## src/sv/slm_pkg.sv

```systemverilog
// Shared constants and types of the 3x3 strict local maximum detector.
`timescale 1ns / 1ps

package slm_pkg;

    // Default sizes handed to the top level parameters
    localparam int DEF_MAX_COLS    = 64;
    localparam int DEF_MAX_ROWS    = 4096;
    localparam int DEF_VALUE_WIDTH = 32;

    // Depth of the decision queue between front and back
    localparam int QUEUE_DEPTH = 4;

    // Configuration port
    localparam int CFG_IDX_W  = 2;
    localparam int ROW_REG_W  = 13;
    localparam int COL_REG_W  = 7;
    localparam int CFG_DATA_W = 13;

    localparam logic [CFG_IDX_W-1:0] CFG_ROW_COUNT = 2'd0;
    localparam logic [CFG_IDX_W-1:0] CFG_COL_COUNT = 2'd1;

    localparam logic [ROW_REG_W-1:0] ROW_COUNT_RST = 13'd1;
    localparam logic [COL_REG_W-1:0] COL_COUNT_RST = 7'd1;

    // Candidates decided by one pixel at (r,c), in raster order:
    // a = (r-1,c-1), b = (r-1,c), c = (r,c-1), d = (r,c)
    typedef struct packed {
        logic d;
        logic c;
        logic b;
        logic a;
    } t_emit_mask;

    localparam int EMIT_W = 4;

    localparam logic [EMIT_W-1:0] EMIT_A = 4'b0001;
    localparam logic [EMIT_W-1:0] EMIT_B = 4'b0010;
    localparam logic [EMIT_W-1:0] EMIT_C = 4'b0100;
    localparam logic [EMIT_W-1:0] EMIT_D = 4'b1000;

endpackage

```

## src/sv/slm_queue.sv

```systemverilog
// Short FIFO of decision words between the front and the back.
`timescale 1ns / 1ps

module slm_queue #(
    parameter int WIDTH = 8,
    parameter int DEPTH = slm_pkg::QUEUE_DEPTH,
    localparam int PTR_W = (DEPTH > 1) ? $clog2(DEPTH) : 1,
    localparam int CNT_W = $clog2(DEPTH + 1)
) (
    input  logic             i_clk,
    input  logic             i_rst_n,
    input  logic             i_push,
    output logic             o_in_ready,
    input  logic [WIDTH-1:0] i_data,
    output logic             o_out_valid,
    input  logic             i_pop,
    output logic [WIDTH-1:0] o_data
);

    logic [WIDTH-1:0] r_mem [DEPTH];
    logic [PTR_W-1:0] r_wptr;
    logic [PTR_W-1:0] r_rptr;
    logic [CNT_W-1:0] r_count;

    assign o_in_ready  = r_count != CNT_W'(DEPTH);
    assign o_out_valid = r_count != '0;
    assign o_data      = r_mem[r_rptr];

    always_ff @(posedge i_clk) begin
        if (!i_rst_n) begin
            r_wptr  <= '0;
            r_rptr  <= '0;
            r_count <= '0;
        end else begin
            if (i_push) begin
                r_wptr <= (r_wptr == PTR_W'(DEPTH - 1)) ? '0 : r_wptr + PTR_W'(1);
            end
            if (i_pop) begin
                r_rptr <= (r_rptr == PTR_W'(DEPTH - 1)) ? '0 : r_rptr + PTR_W'(1);
            end
            if (i_push && !i_pop) begin
                r_count <= r_count + CNT_W'(1);
            end else if (i_pop && !i_push) begin
                r_count <= r_count - CNT_W'(1);
            end
        end
    end

    always_ff @(posedge i_clk) begin
        if (i_push) begin
            r_mem[r_wptr] <= i_data;
        end
    end

endmodule

```

## config.mk

```make
export PLATFORM = sky130hd
export DESIGN_NAME = slm_queue
export DESIGN_NICKNAME = d
export VERILOG_FILES = /design/src/sv/slm_pkg.sv /design/src/sv/slm_queue.sv
export SDC_FILE = /design/constraint.sdc
export NUM_CORES = 1
export LEC_CHECK = 0
export BUFFER_PORTS_ARGS = -buffer_cell sky130_fd_sc_hd__buf_2
export CAP_MARGIN = 20
export CORE_MARGIN = 5
export CORE_UTILIZATION = 30
export CTS_CLUSTER_SIZE = 25
export DETAILED_ROUTE_END_ITERATION = 16
export HOLD_SLACK_MARGIN = 0.03
export PLACE_DENSITY = 0.59
export SYNTH_ARGS = -nofsm -noshare
export SYNTH_HDL_FRONTEND = slang
export SYNTH_SLANG_ARGS = --single-unit
```

## constraint.sdc

```tcl
create_clock -name i_clk -period 4.2 [get_ports i_clk]
set_input_delay 0.42 -clock i_clk [delete_from_list [all_inputs] [get_ports i_clk]]
set_output_delay 0.42 -clock i_clk [all_outputs]
set_load 0.05 [all_outputs]
```

# Word level (Yosys, flattened, before mapping)
# Memory sizes are Yosys's and may differ from the RTL's. A register that Yosys moved wholly into a read port is not among the register bits.
# Index checks and enable logic that the tools add are counted.
# totals
register_bits,7
ramBits,32
out_inout_bits,10
word_cells,25
n_memories,1
# op_classes
n_addsub,4
eq_ne,3
mux,8
n_reduce_logical,6
# memory_table
memory,depth,width,rd,rd_clocked_by_memory_dff,wr,line_no,source
r_mem,4,8,1,1,1,slm_queue.sv:20,logic [WIDTH-1:0] r_mem [DEPTH];
# op_table
cell,n
two-way mux 2 bit,4
two-way mux 3 bit,2
adder 2 x 1 -> 2 bit (second input constant),2
equality test 2 bit (second input constant),2
adder 3 x 1 -> 3 bit (second input constant),1
inequality test 3 bit (second input constant),1
nonzero test 3 bit,1
subtractor 3 x 1 -> 3 bit (second input constant),1
logical AND 1 bit,2
logical NOT 1 bit,2
two-way mux 1 bit,2
nonzero test 2 bit,1

# Longest topological paths before layout
# Gate-level depths: netlist of run 1.
# logic_depth
ltp_word,4
ltp_mapped,7
ltp_nobuf,7

# Worst setup path after synthesis of run 1
# OpenSTA, ideal clock, no wires.
# synth_path
path_type,input to register
from,input port i_pop
to,register r_count[2]
t_arrival_ns,1.613
required_time_ns,4.130
path_slack_ns,2.517
cell_stages,7
n_path_buf,0
cell_sequence,inv_1 ha_1 inv_1 fa_1 xor2_1 or3_1 a21boi_1
# synth_via
elab_chain_cells,3
# synth_rtl
item,line_no,source
"start, declared",slm_queue.sv:16,"input logic i_pop,"
logical NOT 1 bit,slm_queue.sv:41,if (i_push && !i_pop) begin
logical AND 1 bit,slm_queue.sv:41,
two-way mux 3 bit or nonzero test 2 bit (tied branches),-,
"end signal, assigned",slm_queue.sv:42,r_count <= r_count + CNT_W'(1);
"end signal, assigned",slm_queue.sv:44,r_count <= r_count - CNT_W'(1);
"end, declared",slm_queue.sv:23,logic [CNT_W-1:0] r_count;
# Several ways; a longest one is shown, not always the timed one.
# A chain may end at the register's enable or synchronous reset.

==> results of run 1 <==
==> flip-flops by register name (all words and copies together) (netlist names), named ones only <==
| register | count |
|---|---|
| r_mem | 32 |
| r_count | 3 |
| r_rptr | 2 |
| r_wptr | 2 |
==> where the power goes <==
group,internal [W],total (W),switching [W]
registers,0.000461,0.000479,0.0000178
logic,0.0000478,0.000138,0.0000907
clock network,0.000111,0.000233,0.000121
==> cell families after synthesis <==
| family | synth area share, % |
|---|---|
| XOR/XNOR | 1.08 |
| flip-flops | 70.6 |
| multiplexers | 13.6 |
| AND/OR/NAND/NOR | 5.65 |
| AO/OA/AOI/OAI | 1.24 |
| buffers and inverters | 1.93 |
| adder cells (fa/ha/maj) | 5.88 |
==> Yosys cell counts <==
cell and n:
o21ai_0 1, dfxtp_1 9, inv_1 4, fa_1 1, edfxtp_1 32, nand2_1 1, or3_1 2, xnor2_1 1
a21boi_1 1, nor2_1 2, and2_1 5, mux2i_1 4, nor2b_1 5, ha_1 6, clkbuf_2 1, buf_6 1
mux4_2 8, xor2_1 1, o21a_1 1, nor3_1 1
==> worst reg2reg max path, stage by stage, from the launching register on <==
cell and delay (ns):
dfxtp_1 0.36, fa_1 0.44, xor2_1 0.17, or3_1 0.31
a21boi_1 0.15
==> how the worst min path moves through the flow <==
stage	start	end	slack, ns	cells past startpoint
floorplan	r_count[2]$_SDFFE_PN0P_	r_count[2]$_SDFFE_PN0P_	0.47	2
global placement	r_count[2]$_SDFFE_PN0P_	r_count[2]$_SDFFE_PN0P_	0.48	2
detailed placement	r_count[2]$_SDFFE_PN0P_	r_count[2]$_SDFFE_PN0P_	0.53	2
CTS	i_data[6]	r_mem[1][6]$_DFFE_PP_	0.34	1
global route	i_data[3]	r_mem[0][3]$_DFFE_PP_	0.33	1
finish	i_data[2]	r_mem[0][2]$_DFFE_PP_	0.34	1
==> per-stage QoR <==
stage	cell area (um2)	utilization [%]	hold WS, ns	cells
2_1_floorplan	1620	-	0.465	87
4_1_cts	1870	36.2	0.339	183
5_1_grt	1870	36.2	0.331	183
3_3_place_gp	1790	34.7	0.479	176
6_report	1870	36.2	0.344	183
3_5_place_dp	1790	34.7	0.528	176
==> metal layers <==
metal	vias up	global-route usage, %
met5	-	0
met4	0	2.23
met3	4	4.26
met2	24	12.5
met1	396	9.14
li1	377	-
==> cell type report <==
| cell class | instances | area [um2] | area share [%] |
|---|---|---|---|
| timing repair buffer | 21 | 105 | 5.61 |
| multi-input combinational | 40 | 444 | 23.7 |
| clock buffer | 5 | 68.8 | 3.67 |
| tap | 70 | 87.6 | 4.68 |
| clock inverter | 2 | 11.3 | 0.601 |
| sequential | 41 | 1140 | 60.9 |
| inverter | 4 | 15.0 | 0.802 |
==> reports/metrics.cfg, run 1 <==
[outcome]
outcome = complete, no violations

[worst_setup_path]
crit_type = register to output pin
cp-end-kind = output pin
slowest_delay_ns = 0.68
critical_path.top_delay_family = flip-flops
crit_fanout = 8
crit_chain = mux4_2 -> buf_2
slowest_stage = dfxtp_1
setup.worst_path.end = o_data[5]
start_kind = register
path_depth = 2
rrSetupSlack_ns = 2.71
critical_path_buf_inv_count = 1
cp.arrival_ns = 1.76
reg2reg_depth = 4
required_ns = 3.78
timing.rr.start = r_count[0]$_SDFFE_PN0P_
r2r-end = r_count[2]$_SDFFE_PN0P_

[synth]
syn-num-nets = 106
synth_area_leader_cell = edfxtp_1
syn_area_um2 = 1620
ys_seq_area_share_pct = 70.6
synth-seq-cells = 41
syn_area_per_cell_um2 = 18.6
yosysWarnings = 0
ys_types = 20
ys_top_cells_by_area = edfxtp_1, dfxtp_1, mux4_2, ha_1, mux2i_1
netlist_instances = 87
synth_top_area_share_pct = 59.4

[detailed_routing]
wire_per_inst_um = 14.1
met2_length_um = 1220
routed-wl-met3_um = 186
top_layer = met4
postRouteAntennaNets = 0
wirelength_met1_um = 1140
drtIter0Drc = 36
drt_wl_total_um = 2580
remaining_drc_errors = 0
vias_per_cell = 4.38
drt-pass1-iter-count = 4
vias = 801

[floorplanning]
rows = 26
io_pins = 22
start_util_pct = 31.3
core_area_um2 = 5170
die_y_um = 83.4
die-width_um = 83.4
fp.dieArea_um2 = 6960

[job]
drv_cap = 0

[global_route]
grt_antenna_before_repair = 0
grt_pass1_vias = 888
grt_start_max_net_pins = 13
gr-usage-all-layers_pct = 7.86
grt_first_pass_wirelength_um = 4210
grt_overflow = 0

[clocking]
root_buffer = clkbuf_8
clk_latency_ns = 0.28
ctsHoldBuffers = 0
cts_resized = 0
clockBufferDepth = 2
postCtsSetupBuffers = 0
clock_sinks = 41
cts_made_buffers = 5
cts_tree = built
htreeDepth = 2
path_clk_slew_ns = 0.07

[worst_hold_path]
min_path_type = primary input to register

[placed_design]
dpl.hpwl_um = 1850
preCtsSetupSlack_ns = 2.25
numPortBuffers = 21
routabilityCongestion = 0.742

[power]
ir_drop_mv = 0.228
power.total_w = 0.000850
p_per_area_nw_per_um2 = 454
p_leak_nw = 0.670

[timing]
rsz0062_at_grt = no
fin_skew_ns = 0.00478
max_freq_mhz = 458
setup_ws_ns = 2.02
post-route-period-util_pct = 52.0
setup_violations = 0
slew_headroom_pct = 62.5
hold_violations = 0
post-route-min-period_ns = 2.18
drv_slew = 0
setup-tns-final_ns = 0
tightest_slew_ns = 0.562

[cells_and_area]
layout_common_cells = edfxtp_1, buf_2, dfxtp_1, mux4_2, ha_1
nets = 132
drive_above_1_share_pct = 31.0
fillers = 482
area_growth_pct = 15.9
num_antenna_cells = 0
final_common_cell = edfxtp_1

Power figures use the tool's default switching activity.
==> inputs of run 2 (changes only) <==
Clock period 4.2 ns to 2.1 ns, I/O delays scaled along.
==> reports/metrics.cfg, run 2 (synthesis results as in run 1) <==
[outcome]
outcome = complete, no violations

[global_route]
grt_pass1_vias = 947
grt_start_max_net_pins = 13
gr-usage-all-layers_pct = 8.20
grt_first_pass_wirelength_um = 4280
grt_antenna_before_repair = 0
grt_overflow = 0

[clocking]
clock_sinks = 41
ctsHoldBuffers = 0
clk_latency_ns = 0.28
cts_resized = 0
postCtsSetupBuffers = 0
root_buffer = clkbuf_8
htreeDepth = 2
cts_tree = built
cts_made_buffers = 5
path_clk_slew_ns = 0.07
clockBufferDepth = 2

[detailed_routing]
remaining_drc_errors = 0
routed-wl-met3_um = 150
postRouteAntennaNets = 0
top_layer = met4
met2_length_um = 1360
wirelength_met1_um = 1080
wire_per_inst_um = 14.3
vias = 812
drt_wl_total_um = 2630
drt-pass1-iter-count = 3
vias_per_cell = 4.41
drtIter0Drc = 45

[power]
switchingPower_w = 0.000464
ir_drop_mv = 0.337
p_per_area_nw_per_um2 = 961
power_frac_clock_pct = 32.4
power_frac_seq_pct = 52.0
p_int_w = 0.00137
swShare_pct = 25.4
p_leak_nw = 0.692
p_comb_share_pct = 15.6

[worst_hold_path]
hp-start = i_data[6]
whs_path_depth = 1
hold_path_end = r_mem[3][6]$_DFFE_PP_
min_path_type = primary input to register

[worst_setup_path]
crit_type = register to output pin
critical_path_buf_inv_count = 2
reg2reg_depth = 4
rrSetupSlack_ns = 0.65
crit_fanout = 8
cp.arrival_ns = 1.57
timing.rr.start = r_count[0]$_SDFFE_PN0P_
slowest_delay_ns = 0.53
slowest_stage = mux4_2
r2r-end = r_count[2]$_SDFFE_PN0P_
cp-end-kind = output pin
crit_chain = buf_4 -> mux4_2 -> buf_2
start_kind = register
critical_path.top_delay_family = multiplexers
required_ns = 1.89

[cells_and_area]
fillers = 503
layout_common_cells = edfxtp_1, buf_2, dfxtp_1, mux4_2, ha_1
postLayoutCoreUtil_pct = 36.8
nets = 133
final_common_cell = edfxtp_1
regMostFlops = r_mem
design_area_um2 = 1900
drive_above_1_share_pct = 32.5
num_antenna_cells = 0
largest_reg_flops = 32
area_growth_pct = 17.8
top_regs = r_mem x32, r_count x3

[floorplanning]
io_pins = 22
die-width_um = 83.4
start_util_pct = 31.3
die_y_um = 83.4
core_area_um2 = 5170
rows = 26
fp.dieArea_um2 = 6960

[timing]
post-route-period-util_pct = 84.8
setup_violations = 0
max_freq_mhz = 561
post-route-min-period_ns = 1.78
setup-tns-final_ns = 0
tightest_slew_ns = 0.440
rsz0062_at_grt = no
drv_slew = 0
hold_violations = 0
slew_headroom_pct = 70.6
fin_skew_ns = 0.00331

[placed_design]
numPortBuffers = 21
dpl.hpwl_um = 1880
routabilityCongestion = 0.660
place_area_um2 = 1800

[job]
drv_cap = 0

[run 2: changes by cell type in the layout (fill, tap and decap cells not counted)]
cell,previous run,this run
buf_4,0,1
clkinv_1,1,0
clkinv_2,0,1
clkinvlp_4,1,0
bufinv_16,0,1
[run 2: how the worst max path moves through the flow]
stage | start | endpoint | slack (ns) | depth (start not counted)
4_1_cts | register | o_data[5] | 0.29 | 3
3_3_place_gp | i_pop | r_count[2]$_SDFFE_PN0P_ | 0.47 | 8
3_5_place_dp | i_pop | r_count[2]$_SDFFE_PN0P_ | 0.40 | 8
6_report | register | o_data[5] | 0.32 | 3
2_1_floorplan | i_pop | r_count[2]$_SDFFE_PN0P_ | 0.63 | 7
5_1_grt | register | o_data[6] | 0.24 | 3
[run 2: metal layers]
| layer | vias to the layer above | track usage, % |
|---|---|---|
| met3 | 6 | 3.17 |
| met1 | 407 | 8.74 |
| li1 | 378 | - |
| met5 | - | 0 |
| met2 | 21 | 13.9 |
| met4 | 0 | 4.46 |
[run 2: power groups by stage]
stage,sequential (W),clock (W),combinational [W]
floorplan,0.000959,0,0.000225
finish,0.000952,0.000593,0.000285
global route,0.000958,0.000653,0.000310
CTS,0.000952,0.000610,0.000291
global placement,0.000966,0,0.000283
detailed placement,0.000971,0,0.000290
[run 2: cell type report]
cell class / instances / area [um2] / area share (%)
Clock buffer: 5 / 68.8 / 3.61
Tap cell: 70 / 87.6 / 4.60
Clock inverter: 2 / 35.0 / 1.84
Inverter: 4 / 15.0 / 0.788
Timing Repair Buffer: 22 / 113 / 5.91
Sequential cell: 41 / 1140 / 59.9
Multi-Input combinational cell: 40 / 444 / 23.3
[run 2: through the flow]
step	hold WS, ns	instances	power, W	worst slack (ns)
finish	0.134	184	0.00183	0.318
floorplan	0.309	87	0.00118	0.627
detailed placement	0.431	177	0.00126	0.398
CTS	0.128	184	0.00185	0.290
global placement	0.423	177	0.00125	0.465
global route	0.125	184	0.00192	0.243
==> inputs of run 3 (changes only) <==
Clock period 2.1 ns to 1.9 ns, I/O delays scaled along.
==> reports/metrics.cfg, run 3 (synthesis results as in run 1) <==
[power]
p_int_w = 0.00151
switchingPower_w = 0.000520
power_frac_seq_pct = 51.7
power_frac_clock_pct = 32.8
p_leak_nw = 0.690
ir_drop_mv = 0.406
swShare_pct = 25.6
p_per_area_nw_per_um2 = 1060
p_comb_share_pct = 15.5

[floorplanning]
die-width_um = 83.4
fp.dieArea_um2 = 6960
die_y_um = 83.4
rows = 26
start_util_pct = 31.3
core_area_um2 = 5170
io_pins = 22

[clocking]
clk_latency_ns = 0.29
postCtsSetupBuffers = 0
root_buffer = clkbuf_8
htreeDepth = 2
cts_tree = built
ctsHoldBuffers = 0
clock_sinks = 41
path_clk_slew_ns = 0.08
cts_made_buffers = 5
clockBufferDepth = 2
cts_resized = 0

[worst_setup_path]
required_ns = 1.71
crit_fanout = 8
crit_type = register to output pin
start_kind = register
cp.arrival_ns = 1.55
cp-end-kind = output pin

[detailed_routing]
drt_wl_total_um = 2610
postRouteAntennaNets = 0
drt-pass1-iter-count = 4
remaining_drc_errors = 0
vias_per_cell = 4.41
wire_per_inst_um = 14.1
vias = 815
drtIter0Drc = 38

[timing]
post-route-min-period_ns = 1.74
drv_slew = 0
rsz0062_at_grt = no
max_freq_mhz = 573
slew_headroom_pct = 70.0
hold_violations = 0
setup_violations = 0
setup-tns-final_ns = 0
fin_skew_ns = 0.00892
setup_ws_ns = 0.155
tightest_slew_ns = 0.450
post-route-period-util_pct = 91.8

[cells_and_area]
final_common_cell = edfxtp_1
drive_above_1_share_pct = 32.2
regMostFlops = r_mem
fillers = 502
num_antenna_cells = 0
largest_reg_flops = 32
nets = 133
top_regs = r_mem x32, r_count x3
regArea_um2 = 1140
postLayoutCoreUtil_pct = 36.9
layout_common_cells = edfxtp_1, buf_2, dfxtp_1, mux4_2, ha_1
multi_input_area_um2 = 444
area_growth_pct = 18.2

[global_route]
grt_overflow = 0
gr-usage-all-layers_pct = 8.33
grt_antenna_before_repair = 0
grt_pass1_vias = 926
grt_start_max_net_pins = 14
grt_first_pass_wirelength_um = 4460

[placed_design]
dpl.hpwl_um = 1850
routabilityCongestion = 0.716
numPortBuffers = 21
preCtsSetupSlack_ns = 0.222

[outcome]
outcome = complete, no violations

[job]
drv_cap = 0

[worst_hold_path]
min_path_type = primary input to register

[run 3: changes by cell type in the layout (fill, tap and decap cells not counted)]
cell        change
clkinvlp_4      +1
clkinv_1        +1
clkinv_2        -1
[run 3: metal layers]
layer  global-route usage [%]  part of all wire, %  vias up
met4                     4.01                  1.7        0
met3                     3.17                  6.2        5
met2                     13.3                   48       24
li1                         -                    -      382
met1                     9.87                   44      404
met5                        0                    0        -
[run 3: stage by stage]
step | std cells | hold slack [ns] | power (W) | area [um2]
2_1_floorplan | 87 | 0.289 | 0.00131 | 1620
3_3_place_gp | 177 | 0.404 | 0.00138 | 1800
3_5_place_dp | 177 | 0.413 | 0.00139 | 1800
4_1_cts | 185 | 0.108 | 0.00206 | 1910
5_1_grt | 185 | 0.112 | 0.00213 | 1910
6_report | 185 | 0.115 | 0.00203 | 1910
[run 3: worst max-delay path, stage by stage (launching register included)]
cell	delay [ns]
dfxtp_1	0.31
buf_4	0.21
mux4_2	0.52
buf_2	0.23
[run 3: cell type report]
cell class	instances	area share (%)
clock inverters	3	2.16
well taps	70	4.58
repair buffers	22	5.89
inverters	4	0.786
flip-flops and latches	41	59.7
clock buffers	5	3.60
multi-input cells	40	23.2
[run 3: path summary, 6_finish.rpt]
path	start	cells after the start	slack [ns]	endpoint
min reg2reg	r_count[2]$_SDFFE_PN0P_	2	0.53	r_count[2]$_SDFFE_PN0P_
min	i_data[3]	1	0.12	r_mem[0][3]$_DFFE_PP_
max	register	3	0.16	o_data[5]
max reg2reg	r_count[0]$_SDFFE_PN0P_	4	0.44	r_count[2]$_SDFFE_PN0P_
[run 3: power groups by stage]
| stage | logic (W) | registers, W | clock network, W |
|---|---|---|---|
| 5_1_grt | 0.000347 | 0.00106 | 0.000724 |
| 3_3_place_gp | 0.000313 | 0.00107 | 0 |
| 4_1_cts | 0.000322 | 0.00105 | 0.000688 |
| 2_1_floorplan | 0.000249 | 0.00106 | 0 |
| 3_5_place_dp | 0.000321 | 0.00107 | 0 |
| 6_report | 0.000316 | 0.00105 | 0.000667 |
