--- config.mk ---
export PLATFORM = sky130hd
export DESIGN_NAME = slm_back
export DESIGN_NICKNAME = d
export VERILOG_FILES = /design/src/sv/slm_pkg.sv /design/src/sv/slm_back.sv
export SDC_FILE = /design/constraint.sdc
export NUM_CORES = 1
export LEC_CHECK = 0
export BUFFER_PORTS_ARGS = -buffer_cell sky130_fd_sc_hd__buf_2
export CORE_MARGIN = 2
export CORE_UTILIZATION = 55
export DETAILED_ROUTE_END_ITERATION = 8
export MAX_ROUTING_LAYER = met4
export PLACE_DENSITY = 0.81
export SLEW_MARGIN = 20
export SYNTH_ARGS = -nofsm -noshare
export SYNTH_HDL_FRONTEND = slang
export SYNTH_SLANG_ARGS = --single-unit
--- constraint.sdc ---
create_clock -name i_clk -period 4.7 [get_ports i_clk]
set_input_delay 0.235 -clock i_clk [delete_from_list [all_inputs] [get_ports i_clk]]
set_output_delay 0.235 -clock i_clk [all_outputs]
set_load 0.05 [all_outputs]
--- src/sv/slm_pkg.sv ---
// Shared constants and types of the 3x3 strict local maximum detector.
`timescale 1ns / 1ps

package slm_pkg;

    // Default sizes handed to the top level parameters
    localparam int DEF_MAX_COLS    = 64;
    localparam int DEF_MAX_ROWS    = 4096;
    localparam int DEF_VALUE_WIDTH = 32;

    // Depth of the decision queue between front and back
    localparam int QUEUE_DEPTH = 4;

    // Configuration port
    localparam int CFG_IDX_W  = 2;
    localparam int ROW_REG_W  = 13;
    localparam int COL_REG_W  = 7;
    localparam int CFG_DATA_W = 13;

    localparam logic [CFG_IDX_W-1:0] CFG_ROW_COUNT = 2'd0;
    localparam logic [CFG_IDX_W-1:0] CFG_COL_COUNT = 2'd1;

    localparam logic [ROW_REG_W-1:0] ROW_COUNT_RST = 13'd1;
    localparam logic [COL_REG_W-1:0] COL_COUNT_RST = 7'd1;

    // Candidates decided by one pixel at (r,c), in raster order:
    // a = (r-1,c-1), b = (r-1,c), c = (r,c-1), d = (r,c)
    typedef struct packed {
        logic d;
        logic c;
        logic b;
        logic a;
    } t_emit_mask;

    localparam int EMIT_W = 4;

    localparam logic [EMIT_W-1:0] EMIT_A = 4'b0001;
    localparam logic [EMIT_W-1:0] EMIT_B = 4'b0010;
    localparam logic [EMIT_W-1:0] EMIT_C = 4'b0100;
    localparam logic [EMIT_W-1:0] EMIT_D = 4'b1000;

endpackage

--- src/sv/slm_back.sv ---
// Back part: expands each decision word into coordinate words, one per cycle while the output is ready.
`timescale 1ns / 1ps

module slm_back #(
    parameter int MAX_COLS = slm_pkg::DEF_MAX_COLS,
    parameter int MAX_ROWS = slm_pkg::DEF_MAX_ROWS,
    localparam int COL_W = (MAX_COLS > 1) ? $clog2(MAX_COLS) : 1,
    localparam int ROW_W = (MAX_ROWS > 1) ? $clog2(MAX_ROWS) : 1,
    localparam int JOB_W = slm_pkg::EMIT_W + ROW_W + COL_W
) (
    input  logic             i_clk,
    input  logic             i_rst_n,
    input  logic             i_job_valid,
    output logic             o_job_pop,
    input  logic [JOB_W-1:0] i_job_data,
    output logic             o_out_valid,
    input  logic             i_out_ready,
    output logic [ROW_W-1:0] o_out_row,
    output logic [COL_W-1:0] o_out_col,
    output logic             o_out_last
);

    logic                       r_job_valid;
    slm_pkg::t_emit_mask        r_job_mask;
    logic [ROW_W-1:0]           r_job_row;
    logic [COL_W-1:0]           r_job_col;
    logic [slm_pkg::EMIT_W-1:0] w_bits;
    logic [slm_pkg::EMIT_W-1:0] w_sel;
    logic [slm_pkg::EMIT_W-1:0] w_rem;
    logic [ROW_W-1:0]           w_row;
    logic [COL_W-1:0]           w_col;
    logic                       w_out_free;
    logic                       w_take;
    logic                       w_done;

    logic                       r_out_valid;
    logic [ROW_W-1:0]           r_out_row;
    logic [COL_W-1:0]           r_out_col;
    logic                       r_out_last;

    assign w_bits = r_job_mask;

    // Lowest pending candidate goes first: that is raster order
    always_comb begin
        if (w_bits[0]) begin
            w_sel = slm_pkg::EMIT_A;
        end else if (w_bits[1]) begin
            w_sel = slm_pkg::EMIT_B;
        end else if (w_bits[2]) begin
            w_sel = slm_pkg::EMIT_C;
        end else begin
            w_sel = slm_pkg::EMIT_D;
        end
    end

    always_comb begin
        unique case (w_sel)
            slm_pkg::EMIT_A: begin
                w_row = r_job_row - ROW_W'(1);
                w_col = r_job_col - COL_W'(1);
            end
            slm_pkg::EMIT_B: begin
                w_row = r_job_row - ROW_W'(1);
                w_col = r_job_col;
            end
            slm_pkg::EMIT_C: begin
                w_row = r_job_row;
                w_col = r_job_col - COL_W'(1);
            end
            default: begin
                w_row = r_job_row;
                w_col = r_job_col;
            end
        endcase
    end

    assign w_rem      = w_bits & ~w_sel;
    assign w_out_free = !r_out_valid || i_out_ready;
    assign w_take     = r_job_valid && w_out_free;
    assign w_done     = w_take && (w_rem == '0);
    assign o_job_pop  = i_job_valid && (!r_job_valid || w_done);

    always_ff @(posedge i_clk) begin
        if (!i_rst_n) begin
            r_job_valid <= 1'b0;
            r_out_valid <= 1'b0;
        end else begin
            if (o_job_pop) begin
                r_job_valid <= 1'b1;
            end else if (w_done) begin
                r_job_valid <= 1'b0;
            end
            if (w_out_free) begin
                r_out_valid <= w_take;
            end
        end
    end

    always_ff @(posedge i_clk) begin
        if (o_job_pop) begin
            r_job_mask <= i_job_data[JOB_W-1:ROW_W+COL_W];
            r_job_row  <= i_job_data[ROW_W+COL_W-1:COL_W];
            r_job_col  <= i_job_data[COL_W-1:0];
        end else if (w_take) begin
            r_job_mask <= w_rem;
        end
        if (w_take) begin
            r_out_row  <= w_row;
            r_out_col  <= w_col;
            r_out_last <= w_rem == '0;
        end
    end

    assign o_out_valid = r_out_valid;
    assign o_out_row   = r_out_row;
    assign o_out_col   = r_out_col;
    assign o_out_last  = r_out_last;

endmodule

## Word-level counts from Yosys, hierarchy flattened

Cells that the tools add are included.

| storage, ports and cells | value |
|---|---|
| output and inout port bits | 21 |
| word-level logic and storage cells | 39 |
| register bits | 43 |
| input port bits | 26 |

| operators by class | value |
|---|---|
| eq/ne operators | 3 |
| muxes and demuxes | 9 |
| $add $sub $neg | 2 |
| reduce and logical (&&, ||, !) cells | 12 |
| bitwise operators | 2 |

Operators by type and width:

| kind | number |
|---|---|
| 4-bit 2-to-1 mux | 5 |
| 12-bit 2-to-1 mux | 1 |
| 12-bit by 1-bit subtractor with 12-bit output (second input constant) | 1 |
| 6-bit 2-to-1 mux | 1 |
| 6-bit by 1-bit subtractor with 6-bit output (second input constant) | 1 |
| 4-bit AND | 1 |
| 4-bit by 1-bit == test with 1-bit output (second input constant) | 1 |
| 4-bit by 2-bit == test with 1-bit output (second input constant) | 1 |
| 4-bit by 3-bit == test with 1-bit output (second input constant) | 1 |
| 4-bit zero test | 1 |
| 4-bit NOT | 1 |
| 2-bit nonzero test | 2 |
| 2-bit OR reduction | 2 |
| 1-bit logical AND | 3 |
| 1-bit zero test | 2 |
| 1-bit logical OR | 2 |
| 1-bit 2-to-1 mux | 2 |

## Logic depth before layout (Yosys ltp)

Gate-level depths: netlist (run 1).

| logic depth | value |
|---|---|
| word-level depth | 10 |
| mapped depth | 7 |
| depth with buffers taken out | 6 |

## Worst setup path after synthesis (run 1)

OpenSTA, ideal clock, no wires.

| timing | value |
|---|---|
| path type | register to register |
| start | register r_job_mask[0] in the netlist's numbering |
| end | register r_job_mask[2] in the netlist's numbering, data pin |
| path buffers | 2 |
| setup time | 0.262 ns |
| cell stages (with the launch flop) | 7 |
| clock period less this slack | 2.215 ns |
| slack | 2.485 ns |
| data arrival time | 1.953 ns |
| data required time | 4.438 ns |
| cells stage by stage | edfxtp_1 buf_2 or3_1 nand4_1 and3_1 buf_2 mux2_1 |

| on the way | value |
|---|---|
| cells in the longest elaborated chain, start to end | 8 |
| elaborated cells between the ends (all ways) | 9 |
| those cells by class | 3 x mux; 2 x bitwise; 4 x reduce/logical |

RTL lines:

| item | RTL line | source |
|---|---|---|
| from (decl) | slm_back.sv:24 | `slm_pkg::t_emit_mask r_job_mask;` |
| from (signal assigned) | slm_back.sv:101 | `r_job_mask <= i_job_data[JOB_W-1:ROW_W+COL_W];` |
| from (signal assigned) | slm_back.sv:105 | `r_job_mask <= w_rem;` |
| 4-bit 2-to-1 mux | slm_back.sv:45 | `if (w_bits[0]) begin` |
| 4-bit NOT | slm_back.sv:77 | `assign w_rem = w_bits & ~w_sel;` |
| 4-bit AND * | slm_back.sv:77 |  |
| 4-bit zero test * | slm_back.sv:80 | `assign w_done = w_take && (w_rem == '0);` |
| 1-bit logical AND * | slm_back.sv:80 |  |
| 1-bit logical OR * | slm_back.sv:81 | `assign o_job_pop = i_job_valid && (!r_job_valid \|\| w_done);` |
| 1-bit logical AND * | slm_back.sv:81 |  |
| via o_job_pop | slm_back.sv:14 | `output logic o_job_pop,` |
| 4-bit 2-to-1 mux * | slm_back.sv:100 | `if (o_job_pop) begin` |

Mark *: on every way through the listed nets, which the timed path passes. The rest lies on a longest branch. The select of a mux whose other input is x is not followed.
A chain may end at the register's enable or synchronous reset.

## Final worst setup path (run 1)

| timing | value |
|---|---|
| start | register r_job_mask[0] in the netlist's numbering |
| end | output o_job_pop |

| on the way | value |
|---|---|
| cells in the longest elaborated chain, start to end | 7 |

RTL lines:

| item | RTL line |
|---|---|
| 4-bit 2-to-1 mux | slm_back.sv:45 |
| 4-bit NOT | slm_back.sv:77 |
| 4-bit AND * | slm_back.sv:77 |
| 4-bit zero test * | slm_back.sv:80 |
| 1-bit logical AND * | slm_back.sv:80 |
| 1-bit logical OR * | slm_back.sv:81 |
| 1-bit logical AND * | slm_back.sv:81 |
| to (decl) | slm_back.sv:14 |

Every way passes the cells marked *; elsewhere a longest branch is shown, timed or not.

==> impl_metrics.yaml, run 1 <==
logic_synthesis:
  synth_nets: 152
  ys_seq_elements: 43
  yosysMostFrequentCell: "edfxtp_1"
  synth_ff_type: "edfxtp_1"
  avgSynthCellArea_um2: 14.4
  ys_async_sr_fraction_pct: 0
  synth-edff-count: 41
  ys_warn_count: 0
  synth_cell_types: 34
  synth_top_cell_area_share_pct: 68.8
  yosys-top-cells-area: "edfxtp_1, xnor2_1, dfxtp_1, xor2_1, nand2_1"
  ys_top_cells_by_count: "edfxtp_1, xnor2_1, nand2_1"
  yosysSeqAreaShare_pct: 71.0
  postSynthCellCount: 124
  synth_top_cell_by_area: "edfxtp_1"
  netlist_area_um2: 1790
hold_path:
  hp-class: "input port to flip-flop"
cts:
  clk_latency_ns: 0.35
  htreeDepth: 2
  clk_path_buf_depth: 2
  cts_inserted_buffers: 5
  cts_tree: "built"
  root_buffer: "clkbuf_4"
  postCtsHoldBufs: 0
  cts_repair_resize_count: 0
  cts_sinks: 43
  cts_setup_buffers: 0
  path_clk_slew_ns: 0.12
placed_design:
  dpl.hpwl_um: 2120
  numPlacedInstances: 210
  place_congestion: 0.870
  io_buffers: 46
grt:
  grtUsageTotal_pct: 17.6
  grt_pass1_vias: 1048
  grt_antenna_before_repair: 0
  grt-ovfl-total: 0
  grt_max_degree: 24
  grt_pass1_wl_um: 4300
floorplan:
  die_y_um: 61.0
  die_w_um: 61.0
  pin_count: 47
  rows: 20
  start_util_pct: 58.1
  core_area_um2: 3080
  die-area_um2: 3730
timing:
  period_needed_ns: 2.88
  finalSetupViolations: 0
  final_hold_viol_count: 0
  maxSlewViolCount: 0
  layout_worst_path_cycle_share_pct: 61.2
  hold_ws_ns: 0.0483
  worst_slew_pin_slew_ns: 0.975
  setup_tns_ns: 0
  fmax_mhz: 348
  rsz0062_at_grt: "no"
  slew_headroom_pct: 35.0
  fin_skew_ns: 0.00491
critical_path:
  cpPeakStageDelay_ns: 0.81
  crit_path_end: "o_job_pop"
  ff2ff_setup_slack_ns: 2.20
  required_ns: 4.47
  worstPathMaxFanout: 23
  path_buf_inv: 1
  cp_data_arrival_time_ns: 2.64
  critPathKind: "flip-flop to primary output"
  timing.rr.start: "r_job_mask[0]"
  slowest_stage: "and3_1"
  startpoint: "r_job_mask[0]"
  end_kind: "primary output"
  worstSetupPathDepth: 4
  start_kind: "flip-flop"
  crit_chain: "or3_1 > nand4_1 > and3_1 > buf_2"
  critical_path.top_delay_family: "simple AND/OR/NAND/NOR gates"
  reg2regPathDepth: 4
  r2r_end: "r_job_mask[2]"
final_layout:
  drive_gt1_share_pct: 34.5
  fillCellCount: 211
  final_cells: 218
  diodes: 0
  fin_util_pct: 69.4
  fin_nets: 201
  area_growth_pct: 19.4
power_and_ir_drop:
  irDropWorstVdd_mv: 0.260
  leakage_nw: 0.834
  p_per_area_nw_per_um2: 426
detailed_routing:
  vias: 1109
  drc_errors: 0
  wl_um: 2830
  first_pass_iters: 4
  antenna_left: 0
  vias_per_cell: 5.09
  avgRoutedWirePerCell_um: 13.0
  drtIter0Drc: 24
flow_run:
  max_cap_viol_count: 0
run_status:
  status: "complete, no violations"
-- where the power goes --
group / internal [W] / total [W] / switching (W)
logic: 0.0000547 / 0.000184 / 0.000129
clock network: 0.000109 / 0.000221 / 0.000112
registers: 0.000479 / 0.000505 / 0.0000264
-- cell families after synthesis --
| kind of cell | synth area share (%) |
|---|---|
| DFF | 71.0 |
| adders and majority gates | 1.96 |
| and+or+nand+nor | 12.2 |
| xor gates and xnor gates | 6.36 |
| muxes | 1.19 |
| buffers and inverters | 2.03 |
| AOI/OAI and AO/OA | 5.24 |
-- cell usage in the layout, fill, tap and decap left out, types with 2 or more instances in the layout --
master    synthesis  final
xnor2_1           9      9
ha_1              2      2
nand2b_1          2      2
nor3_1            3      3
and2_1            2      2
o21ai_0           5      5
nand2_1           8      8
nor2_1            7      7
clkbuf_4          0      5
nand3_1           4      4
or2_2             3      3
o21a_1            2      2
a21oi_1           2      2
inv_1             5      5
or3_1             2      2
edfxtp_1         41     41
xor2_1            4      4
buf_2             2     46
nor2b_1           3      2
dfxtp_1           2      2
-- state kept, by name (all words and copies together) (netlist names) --
signal,flops
o_out_last,1
r_job_row,12
r_job_valid,1
o_out_col,6
o_out_valid,1
o_out_row,12
r_job_col,6
r_job_mask,4
-- through the flow --
| stage | cell area, um^2 | power [W] | setup slack, ns |
|---|---|---|---|
| after floorplan | 1790 | 0.000652 | 2.48 |
| after global placement | 2060 | 0.000690 | 2.31 |
| after detailed placement | 2060 | 0.000699 | 2.20 |
| after CTS | 2140 | 0.000920 | 1.80 |
| after global routing | 2140 | 0.000949 | 1.70 |
| final | 2140 | 0.000910 | 1.82 |
-- how the worst min path moves through the flow --
| stage | startpoint | slack [ns] | to | cells past startpoint |
|---|---|---|---|---|
| 2_1_floorplan | i_job_data[0] | 0.33 | r_job_col[0] | 0 |
| 3_3_place_gp | i_job_data[7] | 0.41 | r_job_row[1] | 1 |
| 3_5_place_dp | i_job_data[9] | 0.41 | r_job_row[3] | 1 |
| 4_1_cts | i_job_data[9] | 0.03 | r_job_row[3] | 1 |
| 5_1_grt | i_job_data[5] | 0.03 | r_job_col[5] | 1 |
| 6_report | i_job_data[9] | 0.05 | r_job_row[3] | 1 |
-- layout make-up --
cell class	count	area, um^2	area share (%)
Sequential cell	43	1270	59.5
Multi-Input combinational cell	72	484	22.7
Timing Repair Buffer	46	230	10.8
Tap cell	44	55.1	2.58
Clock inverter	3	38.8	1.82
Clock buffer	5	37.5	1.76
Inverter	5	18.8	0.879
-- worst register-to-register path, stage by stage, from the launching register on --
cell and delay, ns:
edfxtp_1 0.52, or3_1 0.46, nand4_1 0.10, and3_1 0.81, mux2_1 0.38
-- routing by layer --
metal  track usage, %  wire, um  up-vias
met2             30.7      1510       37
met5                -         0        -
met4             11.5        81        0
met3             6.09       185       12
li1                 -         -      549
met1             15.8      1050      511
(Power assumes the default switching activity.)
==> run 2, diff against run 1 <==
Settings changed: CORE_UTILIZATION 55 to 46, PLACE_DENSITY 0.81 to 0.72.
Clock period 4.7 ns to 2.6 ns, I/O delays scaled along.
==> run 2 against run 1 <==
- non-clock buffer count rose by 14
- worst hold slack got worse by 0.038 ns
- design area rose by 6.6%
- clock power rose by 80%
- power rose by 83%
- sequential share of layout area fell by 3.7 points
- critical path depth did not move
- clock-buffer cell count rose by 2
- via count rose by 2.2%
- largest power group unchanged
==> impl_metrics.yaml, run 2 (synthesis gave the netlist of run 1 again) <==
final_layout:
  layout_commonest_cell: "buf_2"
  drive_gt1_share_pct: 33.5
  area_growth_pct: 27.2
  final_cell_mix: "buf_2, edfxtp_1, dlygate4sd3_1, xnor2_1, nand2_1"
  fin_nets: 215
  diodes: 0
  final_cells: 236
  fin_util_pct: 61.7
detailed_routing:
  first_pass_iters: 4
  drtIter0Drc: 26
  vias: 1133
  avgRoutedWirePerCell_um: 12.4
  antenna_left: 0
  wl_um: 2930
  drc_errors: 0
  vias_per_cell: 4.80
critical_path:
  end_kind: "primary output"
  slowest_stage: "edfxtp_1"
  start_kind: "flip-flop"
  ff2ff_setup_slack_ns: 0.70
  reg2regPathDepth: 4
  cp_data_arrival_time_ns: 1.91
  worstPathMaxFanout: 10
  crit_chain: "or3_1 > nand4_1 > and3_1 > buf_2"
  r2r_end: "r_job_mask[2]"
  cpPeakStageDelay_ns: 0.50
  required_ns: 2.47
  critPathKind: "flip-flop to primary output"
  timing.rr.start: "r_job_mask[0]"
timing:
  layout_worst_path_cycle_share_pct: 78.5
  period_needed_ns: 2.04
  worst_slew_pin_slew_ns: 0.342
  rsz0062_at_grt: "no"
  slew_headroom_pct: 76.9
  fmax_mhz: 490
  finalSetupViolations: 0
  setup_ws_ns: 0.559
  setup_tns_ns: 0
  final_hold_viol_count: 0
  maxSlewViolCount: 0
  hold_ws_ns: 0.0108
  fin_skew_ns: 0.00190
cts:
  htreeDepth: 2
  root_buffer: "clkbuf_8"
  clk_latency_ns: 0.30
  cts_setup_buffers: 0
  clk_path_buf_depth: 2
  path_clk_slew_ns: 0.07
  cts_tree: "built"
  cts_sinks: 43
  cts_inserted_buffers: 5
power_and_ir_drop:
  leakage_nw: 0.896
  irDropWorstVdd_mv: 0.431
  p_per_area_nw_per_um2: 730
floorplan:
  rows: 22
  die-area_um2: 4400
  die_w_um: 66.4
  start_util_pct: 48.5
  die_y_um: 66.4
  core_area_um2: 3690
  pin_count: 47
grt:
  grtUsageTotal_pct: 15.5
  grt-ovfl-total: 0
  grt_pass1_vias: 1157
  grt_antenna_before_repair: 0
  grt_max_degree: 20
  grt_pass1_wl_um: 4740
placed_design:
  dp_slack_ns: 0.713
  io_buffers: 46
  dpl.hpwl_um: 2160
  numPlacedInstances: 218
  place_congestion: 0.781
hold_path:
  min_from: "i_job_data[10]"
  min_path_cells: 1
  whs_endpoint: "r_job_row[4]"
  hp-class: "input port to flip-flop"
run_status:
  status: "complete, no violations"
flow_run:
  max_cap_viol_count: 0
## run 2: how the worst max path moves through the flow
| stage | from | endpoint |
|---|---|---|
| global placement | r_job_mask[0] | r_job_mask[2] |
| finish | r_job_mask[0] | o_job_pop |
| detailed placement | r_job_mask[0] | r_job_mask[2] |
| global route | r_job_mask[0] | o_job_pop |
| CTS | r_job_mask[0] | o_job_pop |
| floorplan | r_job_mask[0] | r_job_mask[2] |
## run 2: metal layers
| layer | vias up | share of wire [%] | track usage [%] |
|---|---|---|---|
| li1 | 575 | - | - |
| met1 | 519 | 37 | 14.9 |
| met2 | 34 | 54 | 26.0 |
| met3 | 5 | 7.0 | 6.13 |
| met4 | 0 | 2.2 | 9.69 |
| met5 | - | 0 | - |
## run 2: where the power goes
group          switching, W  leakage (nW)  internal, W
combinational      0.000234         0.442     0.000117
clock              0.000210        0.0422     0.000188
sequential        0.0000483         0.411     0.000865
## run 2: layout make-up
type                       instances  area, um^2
clock buffer                       7        76.3
inverter                           5        18.8
clock inverter                     1        5.00
tap                               48        60.1
fill                             305        1410
multi-input combinational         72         484
timing repair buffer              60         360
sequential                        43        1270
## run 2: stage by stage
| step | area [um^2] | total power (W) |
|---|---|---|
| after global placement | 2090 | 0.00126 |
| after floorplan | 1790 | 0.00118 |
| after global routing | 2280 | 0.00174 |
| after detailed placement | 2090 | 0.00127 |
| final | 2280 | 0.00166 |
| after CTS | 2280 | 0.00168 |
## run 2: worst max-delay path: cells and delay by family, from the launching register on
kind	cells	cell delay (ns)
AND/OR/NAND/NOR	3	0.82
flip-flops	1	0.50
buffers and inverters	1	0.30
## run 2: repair_timing
item | in CTS | in global routing
gates resized for setup | 0 | 0
setup endpoints to repair | 0 | 0
endpoints found under the hold margin | 10 | 0
hold buffers | 10 | 0
==> run 3, diff against run 2 <==
Clock period 2.6 ns to 1.6 ns, I/O delays scaled along.
==> run 3 against run 2 <==
- first-iteration DRC count rose to 3.3 times the previous value
- global-route usage increased by 4.8 points
- critical path type unchanged
- highest routed layer unchanged
- sequential share of layout area fell by 8.8 points
- largest cell class unchanged
- the run now ends with setup timing left
- via count grew 19%
==> impl_metrics.yaml, run 3 (synthesis gave the netlist of run 1 again) <==
timing:
  fin_skew_ns: 0.00602
  maxSlewViolCount: 0
  rsz0062_at_grt: "yes"
  slew_headroom_pct: 76.5
  hold_ws_ns: 0.0352
  final_hold_viol_count: 0
  period_needed_ns: 1.82
  worst_slew_pin_slew_ns: 0.353
  layout_worst_path_cycle_share_pct: 114
  fmax_mhz: 549
  setup_ws_ns: -0.222
  setup_tns_ns: -3.23
  finalSetupViolations: 28
detailed_routing:
  vias_per_cell: 5.02
  drc_errors: 0
  vias: 1350
  first_pass_iters: 4
  drtIter0Drc: 85
  antenna_left: 0
  avgRoutedWirePerCell_um: 15.2
  wl_um: 4080
final_layout:
  final_cells: 269
  area_growth_pct: 51.5
  drive_gt1_share_pct: 47.5
  final_cell_mix: "buf_2, edfxtp_1, buf_4, dlygate4sd3_1"
  diodes: 0
  fin_nets: 248
  layout_commonest_cell: "buf_2"
  fin_area_um2: 2710
floorplan:
  die_w_um: 66.4
  start_util_pct: 48.5
  rows: 22
  core_area_um2: 3690
  die-area_um2: 4400
  die_y_um: 66.4
  pin_count: 47
critical_path:
  crit_chain: "or3_1 > nand4_1 > and3_4 > buf_6 > buf_8"
  start_kind: "flip-flop"
  startpoint: "r_job_mask[0]"
  reg2regPathDepth: 6
  cpPeakStageDelay_ns: 0.48
  ff2ff_setup_slack_ns: -0.21
  required_ns: 1.52
  cp_data_arrival_time_ns: 1.74
  crit_path_end: "o_job_pop"
  slowest_stage: "edfxtp_1"
  timing.rr.start: "r_job_mask[0]"
  worstPathMaxFanout: 5
  r2r_end: "r_job_col[1]"
  critPathKind: "flip-flop to primary output"
  end_kind: "primary output"
grt:
  grt_max_degree: 20
  grt-ovfl-total: 0
  grtUsageTotal_pct: 20.3
  grt_pass1_wl_um: 6190
  grt_antenna_before_repair: 0
  grt_pass1_vias: 1390
cts:
  cts_sinks: 43
  root_buffer: "clkbuf_8"
  cts_tree: "built"
  htreeDepth: 2
  clk_path_buf_depth: 2
  cts_inserted_buffers: 5
  path_clk_slew_ns: 0.07
  clk_latency_ns: 0.29
power_and_ir_drop:
  combPwrFrac_pct: 25.7
  p_int_w: 0.00219
  p_seq_share_pct: 48.1
  leakage_nw: 1.11
  p_sw_share_pct: 28.9
  irDropWorstVdd_mv: 0.767
  p_total_w: 0.00308
  power.share.clock_pct: 26.1
  p_sw_w: 0.000891
  p_per_area_nw_per_um2: 1140
hold_path:
  min_from: "i_rst_n"
  hp-class: "input port to flip-flop"
placed_design:
  detailed_place.area_um2: 2240
  io_buffers: 46
  dpl.hpwl_um: 2360
  place_congestion: 0.857
  numPlacedInstances: 233
run_status:
  status: "finished, violations left"
  violations: "setup timing"
flow_run:
  max_cap_viol_count: 0
==> run 3: per-layer routing <==
layer | global-route usage (%) | vias to the layer above | routed length, um
li1 | - | 647 | -
met1 | 21.1 | 640 | 1480
met2 | 36.1 | 53 | 2300
met3 | 5.62 | 10 | 216
met4 | 8.42 | 0 | 85
met5 | - | - | 0
==> run 3: timing repair <==
action | in CTS | in global routing
endpoints found under the hold margin | 18 | 0
hold buffers | 18 | 0
setup endpoints to repair | 28 | 36
resized for setup | 13 | 12
pin swaps | 4 | 3
buffers inserted | 5 | 8
==> run 3: power by group through the flow <==
stage | sequential [W] | clock [W] | combinational [W]
final | 0.00148 | 0.000805 | 0.000793
after global routing | 0.00150 | 0.000861 | 0.000844
after CTS | 0.00147 | 0.000819 | 0.000743
after floorplan | 0.00170 | 0 | 0.000256
after global placement | 0.00148 | 0 | 0.000644
after detailed placement | 0.00149 | 0 | 0.000663
==> run 3: worst max-delay path, delay by kind of cell, from the launching register on <==
kind | cells | cell delay (ns)
DFF | 1 | 0.48
buffers and inverters | 2 | 0.24
and+or+nand+nor | 3 | 0.72
==> run 3: area by class of cell <==
type	count	area, um^2
Fill cell	242	977
Inverter	5	18.8
Sequential cell	43	1270
Clock buffer	5	68.8
Multi-Input combinational cell	72	586
Tap cell	48	60.1
Timing Repair Buffer	93	664
Clock inverter	3	38.8
==> run 3: worst min-delay path by stage <==
stage	slack, ns	depth (start not counted)	end
detailed placement	0.26	1	r_job_row[6]
CTS	0.03	2	o_out_valid
finish	0.04	2	o_out_valid
global placement	0.26	1	r_job_row[1]
global route	0.05	2	o_out_valid
floorplan	0.18	0	r_job_col[0]
==> run 3: stage by stage <==
stage               setup slack, ns  util, %
floorplan                    -0.274        -
global placement             -0.106     60.8
detailed placement           -0.142     60.8
CTS                          -0.197     70.9
global route                 -0.308     73.5
finish                       -0.222     73.5
